`src/bpr_pkg.sv`:
```
// Package for the button repeat tracker: field widths, codes, item structs.
// No dependencies; every module of the block imports it.
package bpr_pkg;

    localparam int TIME_W = 48;
    localparam int BTN_W  = 4;
    localparam int CFG_W  = 16;
    localparam int CFG_IDX_W = 2;

    localparam logic [TIME_W-1:0] TIME_MAX = {TIME_W{1'b1}};

    // Operation codes carried in the input tuser.
    typedef enum logic [1:0] {
        OP_PRESS   = 2'd0,
        OP_RELEASE = 2'd1,
        OP_TICK    = 2'd2,
        OP_CLEAR   = 2'd3
    } t_op;

    // Button codes that the repeat logic cares about.
    localparam logic [BTN_W-1:0] BTN_RIGHT = 4'd3;
    localparam logic [BTN_W-1:0] BTN_A     = 4'd4;
    localparam logic [BTN_W-1:0] BTN_B     = 4'd5;

    // Event action codes.
    localparam logic ACT_PRESSED  = 1'b0;
    localparam logic ACT_RELEASED = 1'b1;

    // Configuration register indexes.
    localparam logic [CFG_IDX_W-1:0] REG_INITIAL_DELAY   = 2'd0;
    localparam logic [CFG_IDX_W-1:0] REG_REPEAT_INTERVAL = 2'd1;

    localparam logic [CFG_W-1:0] INITIAL_DELAY_RST   = 16'd400;
    localparam logic [CFG_W-1:0] REPEAT_INTERVAL_RST = 16'd100;

    typedef struct packed {
        t_op               op;
        logic [BTN_W-1:0]  button;
        logic [TIME_W-1:0] now_ms;
    } t_item;

    typedef struct packed {
        logic              valid;
        logic [BTN_W-1:0]  button;
        logic              action;
    } t_event;

    // Time plus a delay, saturating at the largest time value.
    function automatic logic [TIME_W-1:0] sat_add_time(
        input logic [TIME_W-1:0] t,
        input logic [CFG_W-1:0]  d
    );
        logic [TIME_W:0] s;
        s = {1'b0, t} + {{(TIME_W+1-CFG_W){1'b0}}, d};
        return s[TIME_W] ? TIME_MAX : s[TIME_W-1:0];
    endfunction

endpackage

```
`src/bpr_in_stage.sv`:
```
// Input register of the button repeat tracker: holds one accepted transaction.
// Depends on bpr_pkg for the item struct.
module bpr_in_stage
    import bpr_pkg::*;
(
    input  logic  i_clk,
    input  logic  i_rst_n,
    input  logic  i_valid,
    output logic  o_ready,
    input  t_item i_item,
    output logic  o_valid,
    output t_item o_item,
    input  logic  i_take
);

    logic  r_valid;
    t_item r_item;

    // Free when empty or when the held item moves on in this cycle.
    assign o_ready = !r_valid || i_take;
    assign o_valid = r_valid;
    assign o_item  = r_item;

    // Valid flag.
    always_ff @(posedge i_clk) begin
        if (!i_rst_n) begin
            r_valid <= 1'b0;
        end else if (o_ready) begin
            r_valid <= i_valid;
        end
    end

    // Payload, loaded on every accepted transaction.
    always_ff @(posedge i_clk) begin
        if (i_valid && o_ready) begin
            r_item <= i_item;
        end
    end

endmodule

```
`src/bpr_core.sv`:
```
// Held-button state, repeat timer and event decision of the repeat tracker.
// Depends on bpr_pkg for codes, structs and the saturating time add.
module bpr_core
    import bpr_pkg::*;
#(
    parameter int NUM_BUTTONS = 10
) (
    input  logic             i_clk,
    input  logic             i_rst_n,
    input  logic             i_fire,
    input  t_item            i_item,
    input  logic [CFG_W-1:0] i_initial_delay,
    input  logic [CFG_W-1:0] i_repeat_interval,
    output t_event           o_event
);

    localparam int IDX_W = $clog2(NUM_BUTTONS);

    logic [NUM_BUTTONS-1:0] r_held,     n_held;
    logic                   r_armed,    n_armed;
    logic [BTN_W-1:0]       r_target,   n_target;
    logic [TIME_W-1:0]      r_deadline, n_deadline;

    logic [IDX_W-1:0]  idx;
    logic              in_range;
    logic              held_b;
    logic              is_dir;
    logic              due;
    logic [TIME_W-1:0] press_deadline;
    logic [TIME_W-1:0] next_deadline;

    // Decode the item against the current state.
    assign idx      = i_item.button[IDX_W-1:0];
    assign in_range = {1'b0, i_item.button} < (BTN_W+1)'(NUM_BUTTONS);
    assign held_b   = in_range && r_held[idx];
    assign is_dir   = i_item.button <= BTN_RIGHT;
    assign due      = i_item.now_ms >= r_deadline;

    assign press_deadline = sat_add_time(i_item.now_ms, i_initial_delay);
    assign next_deadline  = sat_add_time(i_item.now_ms, i_repeat_interval);

    // Next state and the event for this item.
    always_comb begin
        n_held     = r_held;
        n_armed    = r_armed;
        n_target   = r_target;
        n_deadline = r_deadline;
        o_event    = '0;
        case (i_item.op)
            OP_PRESS: begin
                if (in_range && !held_b) begin
                    n_held[idx]    = 1'b1;
                    o_event.valid  = 1'b1;
                    o_event.button = i_item.button;
                    o_event.action = ACT_PRESSED;
                    if (is_dir) begin
                        n_armed    = 1'b1;
                        n_target   = i_item.button;
                        n_deadline = press_deadline;
                    end
                end
            end
            OP_RELEASE: begin
                if (held_b) begin
                    n_held[idx]    = 1'b0;
                    o_event.valid  = 1'b1;
                    o_event.button = i_item.button;
                    o_event.action = ACT_RELEASED;
                    if (i_item.button == r_target || i_item.button == BTN_A ||
                        i_item.button == BTN_B) begin
                        n_armed = 1'b0;
                    end
                end
            end
            OP_TICK: begin
                if (r_armed && due) begin
                    n_deadline     = next_deadline;
                    o_event.valid  = 1'b1;
                    o_event.button = r_target;
                    o_event.action = ACT_PRESSED;
                end
            end
            OP_CLEAR: begin
                n_held  = '0;
                n_armed = 1'b0;
            end
            default: begin
                n_held = r_held;
            end
        endcase
    end

    // State registers advance once per item.
    always_ff @(posedge i_clk) begin
        if (!i_rst_n) begin
            r_held     <= '0;
            r_armed    <= 1'b0;
            r_target   <= '0;
            r_deadline <= '0;
        end else if (i_fire) begin
            r_held     <= n_held;
            r_armed    <= n_armed;
            r_target   <= n_target;
            r_deadline <= n_deadline;
        end
    end

endmodule

```
`src/bpr_out_stage.sv`:
```
// Result register of the button repeat tracker: holds one event until taken.
// Depends on bpr_pkg for the event struct.
module bpr_out_stage
    import bpr_pkg::*;
(
    input  logic   i_clk,
    input  logic   i_rst_n,
    input  logic   i_load,
    input  t_event i_event,
    output logic   o_valid,
    input  logic   i_ready,
    output t_event o_event
);

    logic   r_valid;
    t_event r_event;

    assign o_valid = r_valid;
    assign o_event = r_event;

    // Valid flag: set by an item that yields an event, cleared when taken.
    always_ff @(posedge i_clk) begin
        if (!i_rst_n) begin
            r_valid <= 1'b0;
        end else if (i_load) begin
            r_valid <= i_event.valid;
        end else if (i_ready) begin
            r_valid <= 1'b0;
        end
    end

    // Payload.
    always_ff @(posedge i_clk) begin
        if (i_load && i_event.valid) begin
            r_event <= i_event;
        end
    end

endmodule

```
`src/button_press_repeat_tracker.sv`:
```
// Each accepted input transaction is held in the input register, moves through the core
// when the result register is free, and its event is offered from the result register.
// Throughput: one input transaction per cycle while the sink takes events; the input
// register and the result register let a new item in while an event waits, and the
// only stall is a full result register that the sink does not take.
// Reset (synchronous, active low) empties both registers, clears all held buttons and
// the repeat timer, and loads the delays with 400 ms and 100 ms.
module button_press_repeat_tracker
    import bpr_pkg::*;
#(
    parameter int NUM_BUTTONS = 10
) (
    input  logic                 i_clk,
    input  logic                 i_rst_n,
    // Input items.
    input  logic                 s_axis_tvalid,
    output logic                 s_axis_tready,
    input  logic [55:0]          s_axis_tdata,  // [3:0] button, [51:4] now_ms, rest zero
    input  logic [1:0]           s_axis_tuser,  // [1:0] operation
    // Events.
    output logic                 m_axis_tvalid,
    input  logic                 m_axis_tready,
    output logic [7:0]           m_axis_tdata,  // [3:0] event_button, rest zero
    output logic [0:0]           m_axis_tuser,  // [0] event_action
    // Configuration writes.
    input  logic                 i_cfg_valid,
    output logic                 o_cfg_ready,
    input  logic [CFG_IDX_W-1:0] i_cfg_index,
    input  logic [CFG_W-1:0]     i_cfg_data
);

    logic [CFG_W-1:0] r_initial_delay;
    logic [CFG_W-1:0] r_repeat_interval;

    t_item  in_item;
    t_item  cur_item;
    logic   cur_valid;
    logic   out_valid;
    logic   take;
    t_event core_event;
    t_event out_event;

    // Configuration registers accept a write every cycle.
    assign o_cfg_ready = 1'b1;

    always_ff @(posedge i_clk) begin
        if (!i_rst_n) begin
            r_initial_delay   <= INITIAL_DELAY_RST;
            r_repeat_interval <= REPEAT_INTERVAL_RST;
        end else if (i_cfg_valid) begin
            case (i_cfg_index)
                REG_INITIAL_DELAY:   r_initial_delay   <= i_cfg_data;
                REG_REPEAT_INTERVAL: r_repeat_interval <= i_cfg_data;
                default: begin
                end
            endcase
        end
    end

    // Unpack the input transaction.
    assign in_item.op     = t_op'(s_axis_tuser);
    assign in_item.button = s_axis_tdata[BTN_W-1:0];
    assign in_item.now_ms = s_axis_tdata[BTN_W+TIME_W-1:BTN_W];

    // The held item moves through the core when the result register can take it.
    assign take = cur_valid && (!out_valid || m_axis_tready);

    bpr_in_stage u_in_stage (
        .i_clk   (i_clk),
        .i_rst_n (i_rst_n),
        .i_valid (s_axis_tvalid),
        .o_ready (s_axis_tready),
        .i_item  (in_item),
        .o_valid (cur_valid),
        .o_item  (cur_item),
        .i_take  (take)
    );

    bpr_core #(
        .NUM_BUTTONS (NUM_BUTTONS)
    ) u_core (
        .i_clk             (i_clk),
        .i_rst_n           (i_rst_n),
        .i_fire            (take),
        .i_item            (cur_item),
        .i_initial_delay   (r_initial_delay),
        .i_repeat_interval (r_repeat_interval),
        .o_event           (core_event)
    );

    bpr_out_stage u_out_stage (
        .i_clk   (i_clk),
        .i_rst_n (i_rst_n),
        .i_load  (take),
        .i_event (core_event),
        .o_valid (out_valid),
        .i_ready (m_axis_tready),
        .o_event (out_event)
    );

    // Pack the event transaction.
    assign m_axis_tvalid = out_valid;
    assign m_axis_tdata  = {4'b0000, out_event.button};
    assign m_axis_tuser  = out_event.action;

endmodule

```
`config.mk`:
```
export PLATFORM = sky130hd
export DESIGN_NAME = button_press_repeat_tracker
export DESIGN_NICKNAME = d
export VERILOG_FILES = /design/src/bpr_pkg.sv /design/src/bpr_in_stage.sv /design/src/bpr_core.sv /design/src/bpr_out_stage.sv /design/src/button_press_repeat_tracker.sv
export SDC_FILE = /design/constraint.sdc
export NUM_CORES = 1
export LEC_CHECK = 0
export BUFFER_PORTS_ARGS = -buffer_cell sky130_fd_sc_hd__buf_2
export CAP_MARGIN = 30
export CORE_MARGIN = 1
export CORE_UTILIZATION = 40
export CTS_BUF_LIST = sky130_fd_sc_hd__clkbuf_8
export DETAILED_ROUTE_END_ITERATION = 7
export MAX_ROUTING_LAYER = met4
export SYNTH_ARGS = -nofsm -noshare
export SYNTH_HDL_FRONTEND = slang
export SYNTH_HIERARCHICAL = 1
export SYNTH_SLANG_ARGS = --single-unit
```
`constraint.sdc`:
```
create_clock -name i_clk -period 6.95 [get_ports i_clk]
set_clock_uncertainty 0.15 [all_clocks]
set_input_delay 0.695 -clock i_clk [delete_from_list [all_inputs] [get_ports i_clk]]
set_output_delay 0.695 -clock i_clk [all_outputs]
set_load 0.02 [all_outputs]
```
; ---- Word level (Yosys, flattened, before mapping)
; Index checks and enable logic that the tools add are counted.
; Widths: inputs -> output; s select.
[op_classes]
addsub = 2
n_lt_le_gt_ge = 5
n_eq_ne = 12
mux = 24
n_bitwise = 3
n_reduce_logical = 25
[ops]
columns = operator, count
row1 = $mux 48, 5
row2 = $add 48x16->49, 2
row3 = $pmux 48 s2, 1
row4 = $ge 48x48->1, 1
row5 = $pmux 10 s3, 1
row6 = $mux 10, 2
row7 = $mux 6, 3
row8 = $pmux 6 s3, 1
row9 = $and 10x10->10, 1
row10 = $ne 2x1->1 const B, 5
row11 = $not 10->10, 1
row12 = $or 10x10->10, 1
row13 = $eq 4x3->1 const B, 2
row14 = $mux 1, 8
row15 = $reduce_and 4->1, 2
row16 = $logic_and 1x1->1, 7
row17 = $reduce_and 6->1, 1
row18 = $lt 4x5->1 const B, 1
row19 = $reduce_and 5->1, 1
row20 = $bmux 1 s4, 1
row21 = $demux 1 s4, 1
row22 = $eq 2x1->1 const B, 2
row23 = $eq 2x2->1 const B, 2
row24 = $eq 4x4->1, 1
row25 = other kinds (10), 18
[word_totals]
regBits = 156
out_inout_bits = 12
word_cells = 84

; ---- Depth between registers and ports, before layout
[logic_depth]
word_depth = 8
depth_mapped = 12

; ---- Modules after synthesis
; Netlist, hierarchy kept.
[modules_own_cells]
columns = module, instances, cells_each, area_per_inst_um2
row1 = bpr_core, 1, 867, 6573.8
row2 = bpr_in_stage, 1, 59, 1679.1
row3 = button_press_repeat_tracker, 1, 138, 1335.0
row4 = bpr_out_stage, 1, 10, 224.0

; ---- Worst setup path after synthesis
; No wires, ideal clock.
[synth_timing]
kind = register to register
startpoint = reg u_in_stage.r_item, in the netlist u_in_stage/o_item[0]
endpoint = reg u_out_stage.r_valid (netlist: u_out_stage/o_valid)
setup_time_ns = 0.115
t_arrival_ns = 2.731
required_time_ns = 6.685
setup_slack_ns = 3.954
path_stages_with_launch = 12
path_cell_list = edfxtp_1 inv_1 ha_1 nand2b_1 a2111oi_2 o31ai_1 o31a_2 o31ai_4 nor2_1 or2_2 and2_4 o21a_1
[synth_lines]
columns = element, line
row1 = "start, declared", bpr_in_stage.sv:17  ; t_item r_item;
row2 = "start signal, assigned", bpr_in_stage.sv:36  ; r_item <= i_item;
row3 = "end signal, assigned", bpr_out_stage.sv:26  ; r_valid <= i_event.valid;
row4 = "end, declared", bpr_out_stage.sv:15  ; logic r_valid;

; ---- Worst setup path after layout
[layout_timing]
startpoint = reg u_in_stage.r_item, in the netlist u_in_stage/o_item[16]
endpoint = reg u_core.r_deadline[33]
[layout_via]
elab_chain_cells = 5
elab_cells_between_ends = 12
[layout_rtl]
columns = element, line
row1 = $add 48x16->49, bpr_pkg.sv:54  ; s = {1'b0, t} + {{(TIME_W+1-CFG_W){1'b0}}, d};
row2 = $mux 48, bpr_pkg.sv:55  ; return s[TIME_W] ? TIME_MAX : s[TIME_W-1:0];
row3 = $mux 48, bpr_core.sv:56  ; if (is_dir) begin
row4 = $mux 48, bpr_core.sv:51  ; if (in_range && !held_b) begin
row5 = $pmux 48 s2, bpr_core.sv:49  ; case (i_item.op)
row6 = "end signal, assigned", bpr_core.sv:104  ; r_deadline <= n_deadline;
row7 = "end, declared", bpr_core.sv:22  ; logic [TIME_W-1:0] r_deadline, n_deadline;
; Several ways; a longest one is shown, not always the timed one. The select of a mux whose other input is x is not followed.
; A chain may end at the register's enable or synchronous reset.

==> flow_summary.ini <==
[sta]
period_needed_ps = 4050
maxClockFrequency_mhz = 247
post-route-period-util_pct = 58.3
relSlewSlack_pct = 45.2
fin_tns_setup_ps = 0
hold_violations = 0
worst_pin_slew_ps = 823
fin_ws_ps = 2900
setup_viol = 0
rsz0062_at_grt = false
slew_viol_final = 0
whs_ps = 241

[global_routing]
grt_max_degree = 64
antenna_found_initial = 0
grt_util_all_layers_pct = 22.5
overflow = 0
grt_first_pass_wirelength_um = 41700
first_global_vias = 7944

[die]
die_area_mm2 = 0.0251
die_w_um = 158
die_height_um = 158
num_io_pins = 93
rows = 56
start_util_pct = 41.2
core_area_mm2 = 0.0238

[cts]
cts_resized = 0
cts_tree = built
htreeDepth = 4
ctsLongestPathBuffers = 2
insertion_delay_ps = 470
clk_pin_slew_ps = 100
post_cts_buffers = 0
ctsHoldBuffers = 0
clockRootBuffer = clkbuf_8
cts_inserted_buffers = 17
cts_sinks = 156

[worst_setup_path]
worst_ep_required_time_ps = 7180
path_cells = ha_1, a21oi_1, o21ai_0, a221oi_1, o211ai_1, o31ai_4, a21o_1, buf_4, nand2_1, o211ai_1
cp.arrival_ps = 4280
path_class = flip-flop to flip-flop
crit_buf_inv = 1
crit_path_frequent_cell = o211ai_1
cp_max_fo = 30
endpoint_kind = flip-flop
max_stage_delay_ps = 660
crit_family = compound AO/OA/AOI/OAI gates
start_kind = flip-flop
slowest_stage = edfxtp_1

[power_and_ir_drop]
power_density_mw_per_mm2 = 189
report.power.total_mw = 2.04
cellLeakagePower_nw = 4.03
max-vdd-ir-drop_v = 0.0000827

[min_path]
hold_class = input pin to flip-flop

[synth]
synthesis.area_mm2 = 0.00978
synth_cells = 1073
avgSynthCellArea_um2 = 9.12
yosysWarnings = 6

[detailed_routing]
drt_wl_total_um = 26300
initialDrtViolationCount = 543
first_pass_iters = 5
detail-route-antenna-nets = 0
vias = 8284
via_per_inst = 5.62
wl_per_cell_um = 17.8
drc = 0

[finish]
final-seq-area_mm2 = 0.00371
multi_input_area_mm2 = 0.00553
nets = 1305
antenna_cells = 0
drive_gt1_share_pct = 13.9
syn2layout_area_growth_pct = 10.3
fill_cells = 2382

[place]
portBuffers = 83
gp_congestion = 0.945
preCtsSetupSlack_ps = 2980
hpwlAfterDp_um = 18900

[status]
status = finished, final reports clean

[run]
max_cap_violations = 0
metrics by stage:
stage | cell area (µm²) | cells | util, %
3_5_place_dp | 10400 | 1442 | 43.9
5_1_grt | 10800 | 1474 | 45.4
6_report | 10800 | 1474 | 45.4
3_3_place_gp | 10400 | 1441 | 43.8
2_1_floorplan | 9790 | 1076 | -
4_1_cts | 10800 | 1474 | 45.4
state kept, by name, indices dropped and copies added, names as in the netlist:
register and cells:
r_initial_delay 16, r_repeat_interval 16, u_core/r_armed 1, u_core/r_deadline 48, u_core/r_held 10, u_core/r_target 4
u_in_stage/o_item 54, u_in_stage/o_valid 1, u_out_stage/o_event 5, u_out_stage/o_valid 1
layout make-up:
class / instances / area share, %
flip-flops and latches: 156 / 34.4
repair buffers: 93 / 4.61
clock buffers: 19 / 2.42
inverters: 76 / 2.64
multi-input cells: 798 / 51.2
clock inverters: 13 / 0.985
well taps: 319 / 3.70
routing by layer:
layer	up-vias	wire length [µm]	GRT usage, %
li1	4103	-	-
met5	-	0	-
met3	40	1210	3.86
met4	0	605	8.38
met1	3913	12400	29.0
met2	228	12100	35.2
power breakdown:
part / total (mW) / switching, mW / internal (mW) / leakage, nW
Clock: 0.659 / 0.383 / 0.276 / 0.188
Combinational: 0.341 / 0.204 / 0.137 / 2.49
Sequential: 1.04 / 0.0470 / 0.992 / 1.35
Total: 2.04 / 0.634 / 1.40 / 4.03
path summary, 6_finish.rpt:
path / from / end / slack (ps) / cells past startpoint
worst min-delay path: s_axis_tdata[38] / u_in_stage/o_item[34] / 240 / 1
worst min register to register: u_core/r_deadline[16] / u_core/r_deadline[16] / 300 / 2
worst max register to register: u_in_stage/o_item[16] / u_core/r_deadline[33] / 2900 / 10
worst max-delay path: u_in_stage/o_item[16] / u_core/r_deadline[33] / 2900 / 10
layout by cell type, fill, tap and decap left out, types with 28 or more instances in the layout:
master,instances
a21oi_1,101
buf_2,83
dfxtp_1,97
edfxtp_1,59
ha_1,80
inv_1,75
mux2i_1,32
nand2_1,113
nand3_1,28
nand4_1,30
nor2_1,62
o21ai_0,47
No activity file was read; power rests on OpenSTA's default activity.
